===== src/rtl/core/jse_pkg.sv =====
`timescale 1ns / 1ps

package jse_pkg;

   localparam int unsigned MaxResults = 8;

   localparam logic [7:0] CH_QUOTE   = 8'h22;
   localparam logic [7:0] CH_BSLASH  = 8'h5C;
   localparam logic [7:0] CH_ZERO    = 8'h30;
   localparam logic [7:0] CH_LOW_A   = 8'h61;
   localparam logic [7:0] CH_LOW_B   = 8'h62;
   localparam logic [7:0] CH_LOW_F   = 8'h66;
   localparam logic [7:0] CH_LOW_N   = 8'h6E;
   localparam logic [7:0] CH_LOW_R   = 8'h72;
   localparam logic [7:0] CH_LOW_T   = 8'h74;
   localparam logic [7:0] CH_LOW_U   = 8'h75;
   localparam logic [7:0] CTRL_LIMIT = 8'h20;

   localparam logic [7:0] CODE_BS  = 8'h08;
   localparam logic [7:0] CODE_TAB = 8'h09;
   localparam logic [7:0] CODE_LF  = 8'h0A;
   localparam logic [7:0] CODE_FF  = 8'h0C;
   localparam logic [7:0] CODE_CR  = 8'h0D;

   localparam logic [2:0] LEN_CLEAN = 3'd1;
   localparam logic [2:0] LEN_SHORT = 3'd2;
   localparam logic [2:0] LEN_UNI   = 3'd6;

   localparam logic [15:0] CAP_RESET = 16'hFFFF;

   typedef struct packed {
      logic [7:0] data_byte;
      logic       has_byte;
      logic       is_first;
      logic       is_last;
   } req_type;

   typedef struct packed {
      logic [7:0]  out_byte;
      logic        byte_valid;
      logic        last_of_item;
      logic        overflow;
      logic [15:0] total_length;
   } rsp_type;

   typedef struct packed {
      rsp_type [MaxResults-1:0] words;
      logic [3:0]               count;
      logic [15:0]              next_written;
      logic                     next_overflow;
   } plan_type;

   // Characters a byte expands to: 1 when clean, 2 for a short escape, 6 for \u00XX.
   function automatic logic [2:0] esc_len(input logic [7:0] c);
      logic [2:0] len;
      len = LEN_CLEAN;
      if (c == CH_QUOTE || c == CH_BSLASH || c == CODE_BS || c == CODE_FF ||
          c == CODE_LF || c == CODE_CR || c == CODE_TAB) begin
         len = LEN_SHORT;
      end else if (c < CTRL_LIMIT) begin
         len = LEN_UNI;
      end
      return len;
   endfunction

   function automatic logic [7:0] hex_digit(input logic [3:0] v);
      logic [7:0] d;
      if (v < 4'd10) begin
         d = CH_ZERO + {4'd0, v};
      end else begin
         d = CH_LOW_A + {4'd0, v - 4'd10};
      end
      return d;
   endfunction

   // Character j of the expansion of byte c.
   function automatic logic [7:0] esc_char(input logic [7:0] c, input logic [2:0] j);
      logic [7:0] second;
      logic [7:0] ch;
      unique case (c)
         CODE_BS: second = CH_LOW_B;
         CODE_FF: second = CH_LOW_F;
         CODE_LF: second = CH_LOW_N;
         CODE_CR: second = CH_LOW_R;
         CODE_TAB: second = CH_LOW_T;
         CH_QUOTE, CH_BSLASH: second = c;
         default: second = CH_LOW_U;
      endcase
      if (esc_len(c) == LEN_CLEAN) begin
         ch = c;
      end else begin
         unique case (j)
            3'd0: ch = CH_BSLASH;
            3'd1: ch = second;
            3'd2, 3'd3: ch = CH_ZERO;
            3'd4: ch = hex_digit(c[7:4]);
            default: ch = hex_digit(c[3:0]);
         endcase
      end
      return ch;
   endfunction

endpackage


===== src/rtl/core/jse_plan.sv =====
`timescale 1ns / 1ps

module jse_plan (
   input  jse_pkg::req_type  item,
   input  logic [15:0]       written,
   input  logic              overflow_seen,
   input  logic [15:0]       capacity,
   output jse_pkg::plan_type plan
);

   logic        first;
   logic [15:0] s0, s1, s2, s3;
   logic        ov0, ov1, ov2, ov3;
   logic        q1_try, q1_fail, b_try, b_fail, q3_try, q3_fail;
   logic [2:0]  len;
   logic [16:0] need;
   logic        n1, n3;
   logic [2:0]  m;
   logic [3:0]  nvalid;
   logic [3:0]  end_byte;
   logic [3:0]  end_q3;
   logic        marker;
   logic [3:0]  count;
   logic [3:0]  idx;
   logic [2:0]  j;

   always_comb begin
      first = item.is_first;
      s0    = first ? 16'd0 : written;
      ov0   = first ? 1'b0 : overflow_seen;

      q1_try  = first && !ov0;
      q1_fail = q1_try && (s0 >= capacity);
      n1      = q1_try && !q1_fail;
      s1      = s0 + {15'd0, n1};
      ov1     = ov0 | q1_fail;

      len    = jse_pkg::esc_len(item.data_byte);
      need   = (len == jse_pkg::LEN_CLEAN) ? 17'd1 : 17'd6;
      b_try  = item.has_byte && !ov1;
      b_fail = b_try && (({1'b0, s1} + need) >= {1'b0, capacity});
      m      = (b_try && !b_fail) ? len : 3'd0;
      s2     = s1 + {13'd0, m};
      ov2    = ov1 | b_fail;

      q3_try  = item.is_last && !ov2;
      q3_fail = q3_try && (s2 >= capacity);
      n3      = q3_try && !q3_fail;
      s3      = s2 + {15'd0, n3};
      ov3     = ov2 | q3_fail;

      nvalid   = {3'd0, n1} + {1'b0, m} + {3'd0, n3};
      end_byte = {3'd0, n1} + {1'b0, m};
      end_q3   = nvalid;
      marker   = (nvalid == 4'd0) || q1_fail || b_fail || q3_fail;
      count    = nvalid + {3'd0, marker};

      plan = '0;
      for (int i = 0; i < jse_pkg::MaxResults; i++) begin
         idx = 4'(i);
         j   = 3'(idx - {3'd0, n1});
         if (idx < {3'd0, n1}) begin
            plan.words[i].out_byte   = jse_pkg::CH_QUOTE;
            plan.words[i].byte_valid = 1'b1;
         end else if (idx < end_byte) begin
            plan.words[i].out_byte   = jse_pkg::esc_char(item.data_byte, j);
            plan.words[i].byte_valid = 1'b1;
         end else if (idx < end_q3) begin
            plan.words[i].out_byte   = jse_pkg::CH_QUOTE;
            plan.words[i].byte_valid = 1'b1;
         end
         // valid characters count up from the start value; the marker reports the final state
         if (idx < nvalid) begin
            plan.words[i].total_length = s0 + {12'd0, idx} + 16'd1;
            plan.words[i].overflow     = 1'b0;
         end else begin
            plan.words[i].total_length = s3;
            plan.words[i].overflow     = ov3;
         end
         plan.words[i].last_of_item = (idx == count - 4'd1);
      end
      plan.count         = count;
      plan.next_written  = s3;
      plan.next_overflow = ov3;
   end

endmodule


===== src/rtl/core/jse_emit.sv =====
`timescale 1ns / 1ps

module jse_emit (
   input  logic              clock,
   input  logic              reset,
   input  logic              load,
   input  jse_pkg::plan_type plan,
   output logic              free,
   output logic              rsp_valid,
   input  logic              rsp_ready,
   output jse_pkg::rsp_type  rsp_payload
);

   jse_pkg::rsp_type [jse_pkg::MaxResults-1:0] buf_ff, buf_in;
   logic [3:0] cnt_ff, cnt_in;
   logic       take;

   assign take        = rsp_valid && rsp_ready;
   assign free        = (cnt_ff == 4'd0) || ((cnt_ff == 4'd1) && rsp_ready);
   assign rsp_valid   = (cnt_ff != 4'd0);
   assign rsp_payload = buf_ff[0];

   always_comb begin
      buf_in = buf_ff;
      cnt_in = cnt_ff;
      if (load) begin
         buf_in = plan.words;
         cnt_in = plan.count;
      end else if (take) begin
         // advance: next word moves to the head
         for (int k = 0; k < jse_pkg::MaxResults - 1; k++) begin
            buf_in[k] = buf_ff[k+1];
         end
         cnt_in = cnt_ff - 4'd1;
      end
   end

   always_ff @(posedge clock) begin
      if (reset) begin
         cnt_ff <= 4'd0;
      end else begin
         cnt_ff <= cnt_in;
      end
   end

   always_ff @(posedge clock) begin
      buf_ff <= buf_in;
   end

endmodule


===== src/rtl/core/json_string_escaper.sv =====
`timescale 1ns / 1ps
// Channel  | Ports                          | Word
// ---------+--------------------------------+------------------------------
// request  | req_valid req_ready req_payload | one string byte plus marks
// response | rsp_valid rsp_ready rsp_payload | one escaped character/status
// control  | csr_wr_en csr_wr_data           | output capacity in bytes
//
// An item waits in the input register, then loads as 1 to 8 words
// into the output shift buffer, which drains one word per cycle when rsp_ready
// is high. Clean bytes then run at one item per cycle; an item producing more
// words holds the input until the buffer is down to its last word being taken.
// Reset clears the running count, the overflow flag and sets capacity to 65535.
// A stalled response holds the buffer; the input register then fills and
// req_ready drops.

module json_string_escaper (
   input  logic             clock,
   input  logic             reset,
   input  logic             req_valid,
   output logic             req_ready,
   input  jse_pkg::req_type req_payload,
   output logic             rsp_valid,
   input  logic             rsp_ready,
   output jse_pkg::rsp_type rsp_payload,
   input  logic             csr_wr_en,
   input  logic [15:0]      csr_wr_data
);

   jse_pkg::req_type  item_ff, item_in;
   logic              item_vld_ff, item_vld_in;
   logic [15:0]       written_ff, written_in;
   logic              ovf_ff, ovf_in;
   logic [15:0]       cap_ff, cap_in;
   jse_pkg::plan_type plan;
   logic              free;
   logic              load;

   jse_plan u_plan (
      .item          (item_ff),
      .written       (written_ff),
      .overflow_seen (ovf_ff),
      .capacity      (cap_ff),
      .plan          (plan)
   );

   jse_emit u_emit (
      .clock       (clock),
      .reset       (reset),
      .load        (load),
      .plan        (plan),
      .free        (free),
      .rsp_valid   (rsp_valid),
      .rsp_ready   (rsp_ready),
      .rsp_payload (rsp_payload)
   );

   assign load      = item_vld_ff && free;
   assign req_ready = !item_vld_ff || load;

   always_comb begin
      item_in     = item_ff;
      item_vld_in = item_vld_ff;
      if (req_valid && req_ready) begin
         item_in     = req_payload;
         item_vld_in = 1'b1;
      end else if (load) begin
         item_vld_in = 1'b0;
      end
      written_in = load ? plan.next_written : written_ff;
      ovf_in     = load ? plan.next_overflow : ovf_ff;
      cap_in     = csr_wr_en ? csr_wr_data : cap_ff;
   end

   always_ff @(posedge clock) begin
      if (reset) begin
         item_vld_ff <= 1'b0;
         written_ff  <= 16'd0;
         ovf_ff      <= 1'b0;
         cap_ff      <= jse_pkg::CAP_RESET;
      end else begin
         item_vld_ff <= item_vld_in;
         written_ff  <= written_in;
         ovf_ff      <= ovf_in;
         cap_ff      <= cap_in;
      end
   end

   always_ff @(posedge clock) begin
      item_ff <= item_in;
   end

   a_char_no_ovf: assert property (@(posedge clock) disable iff (reset)
      rsp_valid && rsp_payload.byte_valid |-> !rsp_payload.overflow)
      else $error("written character flagged as overflow");

   a_stall_full: assert property (@(posedge clock) disable iff (reset)
      !req_ready |-> item_vld_ff && !free)
      else $error("input stalled with free room");

   a_item_tail: assert property (@(posedge clock) disable iff (reset)
      rsp_valid && rsp_ready && !rsp_payload.last_of_item |=> rsp_valid)
      else $error("item ended without last word");

   a_load_count: assert property (@(posedge clock) disable iff (reset)
      load |-> plan.count != 4'd0 && plan.count <= 4'd8)
      else $error("bad word count on load");

endmodule


===== config.mk =====
export PLATFORM = sky130hd
export DESIGN_NAME = json_string_escaper
export DESIGN_NICKNAME = d
export VERILOG_FILES = /design/src/rtl/core/jse_pkg.sv /design/src/rtl/core/jse_plan.sv /design/src/rtl/core/jse_emit.sv /design/src/rtl/core/json_string_escaper.sv
export SDC_FILE = /design/constraint.sdc
export NUM_CORES = 1
export LEC_CHECK = 0
export ABC_AREA = 1
export BUFFER_PORTS_ARGS = -buffer_cell sky130_fd_sc_hd__buf_2
export CAP_MARGIN = 5
export CELL_PAD_IN_SITES_DETAIL_PLACEMENT = 1
export CELL_PAD_IN_SITES_GLOBAL_PLACEMENT = 2
export CORE_ASPECT_RATIO = 1.25
export CORE_MARGIN = 4
export CORE_UTILIZATION = 38
export CTS_CLUSTER_SIZE = 24
export DETAILED_ROUTE_END_ITERATION = 12
export GPL_TIMING_DRIVEN = 0
export PLACE_DENSITY = 0.86
export SYNTH_ARGS = -nofsm -noshare
export SYNTH_HDL_FRONTEND = slang
export SYNTH_HIERARCHICAL = 1
export SYNTH_SLANG_ARGS = --single-unit

===== constraint.sdc =====
create_clock -name clock -period 12.6 [get_ports clock]
set_clock_uncertainty 0.05 [all_clocks]
set_input_delay 2.52 -clock clock [delete_from_list [all_inputs] [get_ports clock]]
set_output_delay 2.52 -clock clock [all_outputs]
set_load 0.01 [all_outputs]

# Word level (Yosys, flattened, before mapping)
# Index checks and enable logic that the tools add are counted.
# word_totals
regBits,265
latch_bits,0
out_inout_bits,29
memories,0
wordCells,287
rom_bits,0
mem_bits_rw,0
# op_classes
n_bitwise,3
n_reduce_logical,54
addsub,37
n_eq_ne,56
mux,65
mul,0
shift,0
div_mod_pow,0
magnitude_cmp,23
# ops
cell,n
$mux 189,2
$pmux 8 s4,8
$add 16x1->16 const B,8
$mux 17,7
$mux 9,9
$mux 8,10
$add 16x3->16 const B,4
$mux 7,8
$eq 3x1->1 const B,17
$eq 3x2->1 const B,16
$pmux 8 s6,1
$eq 8x4->1 const B,5
$mux 3,13
$add 16x1->16,2
$add 16x2->16 const B,2
$ge 16x16->1,2
$lt 3x4->1 const A,8
$mux 16,2
$eq 3x3->1 const B,8
$logic_not 3->1,8
$reduce_or 2->1,9
$add 16x17->17,1
$ge 17x16->1,1
$add 16x3->16,1
other kinds (29),86

# Longest topological paths before layout
# depth
depth_word,30
depth_mapped,82

# Cells and area by module
# Netlist, hierarchy kept.
# by_module_without_submodules
mod,instances,cells_per_inst,area_each_um2
jse_emit,1,900,9545.4
jse_plan,1,1322,7332.0
json_string_escaper,1,196,1642.8

# Worst setup path before layout
# OpenSTA, ideal clock, no wires.
# synth_timing
path_type,register to register
startpoint,register item_ff[1] in the netlist's numbering
endpoint,"register u_emit/buf_ff[125] in the netlist's numbering, data pin"
arrival_time_ns,9.755
synth_period_minus_slack_ns,10.057
path_slack_ns,2.543
path_stages_with_launch,74
setup_time_ns,0.252
path_cell_list,edfxtp_1 inv_4 buf_6 nand2_1 clkinv_1 ha_1 a21oi_1 nor3_1 a211oi_1 nand2_1 nand2_1 nand4_1 inv_1 ha_1 nand4_2 nand2_1 inv_1 ha_1 [38 not listed] ha_1 nand3_1 ha_1 clkinv_1 nand2_4 nor2_4 inv_2 o2111ai_1 ha_1 ha_1 nor2_1 inv_1 nand3_1 nand3_1 nand2_1 nor2_1 nand2_1 nand2_1
# synth_lines
item,line_no,rtl
from (decl),json_string_escaper.sv:29,"jse_pkg::req_type item_ff, item_in;"
from (signal assigned),json_string_escaper.sv:89,item_ff <= item_in;
to (signal assigned),jse_emit.sv:47,buf_ff <= buf_in;
to (decl),jse_emit.sv:14,"jse_pkg::rsp_type [jse_pkg::MaxResults-1:0] buf_ff, buf_in;"

==> flow_metrics.tcl <==
set metrics [dict create \
    avgRoutedWirePerCell_um 21.94 \
    hold_slack_ns 0.4073 \
    ys.flop_type "edfxtp_1" \
    totalWireLength_mm 70.36 \
    ys_ff_latch 265 \
    insertion_delay_ns 0.56 \
    worstPathArrival_ns 12.37 \
    grt_usage_pct 26.88 \
    required_ns 12.97 \
    leakage_nw 9.831 \
    antenna_found_initial 0 \
    num_io_pins 61 \
    clock_path_buffers 3 \
    period_minus_slack_ns 12.00 \
    dr.pass1.iters 5 \
    synth_area_um2 18520 \
    yosysSeqAreaShare_pct 40.91 \
    cts.reportedPaths.clkPinSlew_ns 0.06 \
    drc 0 \
    area.growth.synth_to_final_pct 14.57 \
    place_hpwl_mm 56.88 \
    htreeDepth 2 \
    drtIter0Drc 980 \
    synth_warnings 6 \
    final-hold-violation-count 0 \
    postCtsHoldBufs 0 \
    cts_sinks 265 \
    routed_via_density 5.132 \
    critical_path.slowest_cell "edfxtp_1" \
    grt_pass1_wl_mm 105.8 \
    synth_cell_types 59 \
    core-area_um2 48200 \
    cts_tree "done" \
    synthArstFlopShare_pct 0 \
    grt_start_max_net_pins 110 \
    power_density_nw_per_um2 219.9 \
    portBuffers 59 \
    cts_buffers 34 \
    hp-class "register to register" \
    worstMarginPinSlew_ns 1.227 \
    cts_root_buf "clkbuf_16" \
    synth_edf_count 227 \
    status "finished clean" \
    crit_path_start_kind "register" \
    drv_cap 0 \
    die_w_um 205.5 \
    finalCritPeriodShare_pct 95.23 \
    final_nets 2651 \
    clock.fmax_mhz 83.34 \
    avgSynthCellArea_um2 7.659 \
    critPathMaxFanout 10 \
    dieArea_um2 52360 \
    grt_pass1_vias 17109 \
    final_max_slew_viol_count 0 \
    syn_nets 2530 \
    ant_nets 0 \
    criticalPathCategory "register to register" \
    start_util_pct 38.43 \
    rows 90 \
    worstSetupEndpointType "register" \
    place.gp.congestion 0.9483 \
    final_layout_size_suffix_gt1_share_pct 14.72 \
    n_fill_cell 6025 \
    fin_util_pct 44.02 \
    antenna_cells 0 \
    mostFrequentLayoutCell "nand2_1" \
    globalRoute.totalOverflow 0 \
    finalSetupViolations 0 \
    via_count 16452 \
    die_y_um 254.8 \
    synthCells 2418 \
    crit_top_cell "nand2_1" \
    ir_drop_v 0.0001178 \
    slowest_delay_ns 0.49 \
    relSlewSlack_pct 18.08 \
    final_cell_mix "nand2_1, edfxtp_1, inv_1, nor2_1, xor2_1" \
    setup_tns_ns 0 \
]
sequential cells by signal (all words and copies together), names as in the netlist:
| name | flops |
|---|---|
| u_emit/rsp_payload | 27 |
| item_vld_ff | 1 |
| written_ff | 16 |
| ovf_ff | 1 |
| u_emit/cnt_ff | 4 |
| item_ff | 11 |
| u_emit/buf_ff | 189 |
| cap_ff | 16 |
through the flow:
| step | setup WS (ns) | total power [mW] | std cells | area, µm² |
|---|---|---|---|---|
| floorplan | 2.543 | 2.952 | 2418 | 18520 |
| global placement | -1.898 | 3.618 | 3121 | 19620 |
| detailed placement | -2.075 | 3.683 | 3123 | 19670 |
| CTS | 0.0007434 | 4.656 | 3192 | 20940 |
| global route | -0.03613 | 4.964 | 3206 | 21220 |
| finish | 0.6005 | 4.666 | 3206 | 21220 |
where the power goes:
part	internal (mW)	leakage, nW	switching [mW]
Sequential	1.53	2.52	0.133
Combinational	0.637	6.83	1.44
Clock	0.521	0.489	0.404
Total	2.69	9.83	1.98
cells by family (layout without fill, tap and decap cells):
| group | Yosys count | after routing | share of synthesized area [%] |
|---|---|---|---|
| flops | 265 | 265 | 40.91 |
| fa+ha+maj | 80 | 80 | 5.486 |
| compound gates | 253 | 253 | 7.587 |
| mux | 2 | 2 | 0.1081 |
| other cells | 1 | 1 | 0.02025 |
| buf+inv | 349 | 493 | 9.553 |
| xor+xnor | 125 | 125 | 6.479 |
| simple gates | 1343 | 1343 | 29.85 |
critical path: cells and delay by family, from the launching register on:
kind | cells | cell delay, ns
flip-flops | 1 | 0.49
AO/OA/AOI/OAI | 8 | 1.18
buffers and inverters | 16 | 1.85
adder cells (fa/ha/maj) | 10 | 2.91
AND/OR/NAND/NOR | 39 | 4.96
XOR/XNOR | 2 | 0.35
cell type report:
cell class                      instances  area, µm²  share of cell area [%]
Multi-Input combinational cell       1804       9472                   44.64
Sequential cell                       265       7577                   35.71
Inverter                              237      952.2                   4.488
Clock buffer                           46      927.1                   4.370
Buffer                                112      873.3                   4.116
Tap cell                              644      805.8                   3.798
Timing Repair Buffer                   85      514.2                   2.424
Clock inverter                         13      96.34                  0.4541
synthesized netlist by cell type, types with 11 or more instances:
library cell / n / share of area (%)
nand4_1: 18 / 0.61
nand3_1: 68 / 1.8
xor2_1: 103 / 4.9
inv_1: 215 / 4.4
nor2_2: 13 / 0.44
buf_2: 27 / 0.73
o22ai_1: 36 / 1.2
xnor2_1: 11 / 0.52
inv_2: 12 / 0.24
a21oi_1: 49 / 1.3
edfxtp_1: 227 / 37
buf_4: 41 / 1.7
ha_1: 78 / 5.3
buf_6: 32 / 1.9
nand2_2: 18 / 0.61
nor2_1: 208 / 4.2
o21ai_0: 89 / 2.4
nor3_1: 24 / 0.65
o21ai_1: 46 / 1.2
dfxtp_1: 38 / 4.1
nand2_1: 956 / 19
layer usage:
metal,GRT usage [%],wire length (µm),vias up
li1,-,-,7992
met1,33.39,29300,8022
met2,48.55,35720,327
met3,3.041,2725,111
met4,9.075,2605,0
met5,0,0,-
final timing paths:
check	to	cells after the start	from	slack, ns
max reg2reg	u_emit/rsp_payload[17]$_DFFE_PP_	75	item_ff[1]$_DFFE_PP_	0.60
min reg2reg	cap_ff[7]$_SDFFE_PP1P_	2	cap_ff[7]$_SDFFE_PP1P_	0.41
max	u_emit/rsp_payload[17]$_DFFE_PP_	75	item_ff[1]$_DFFE_PP_	0.60
min	cap_ff[7]$_SDFFE_PP1P_	2	cap_ff[7]$_SDFFE_PP1P_	0.41
timing repair:
| item | in CTS | in global routing |
|---|---|---|
| pin swaps | 4 | 5 |
| buffers inserted | 10 | 14 |
| endpoints found under the setup margin | 179 | 71 |
| resized for setup | 43 | 42 |
Power figures use the tool's default switching activity.
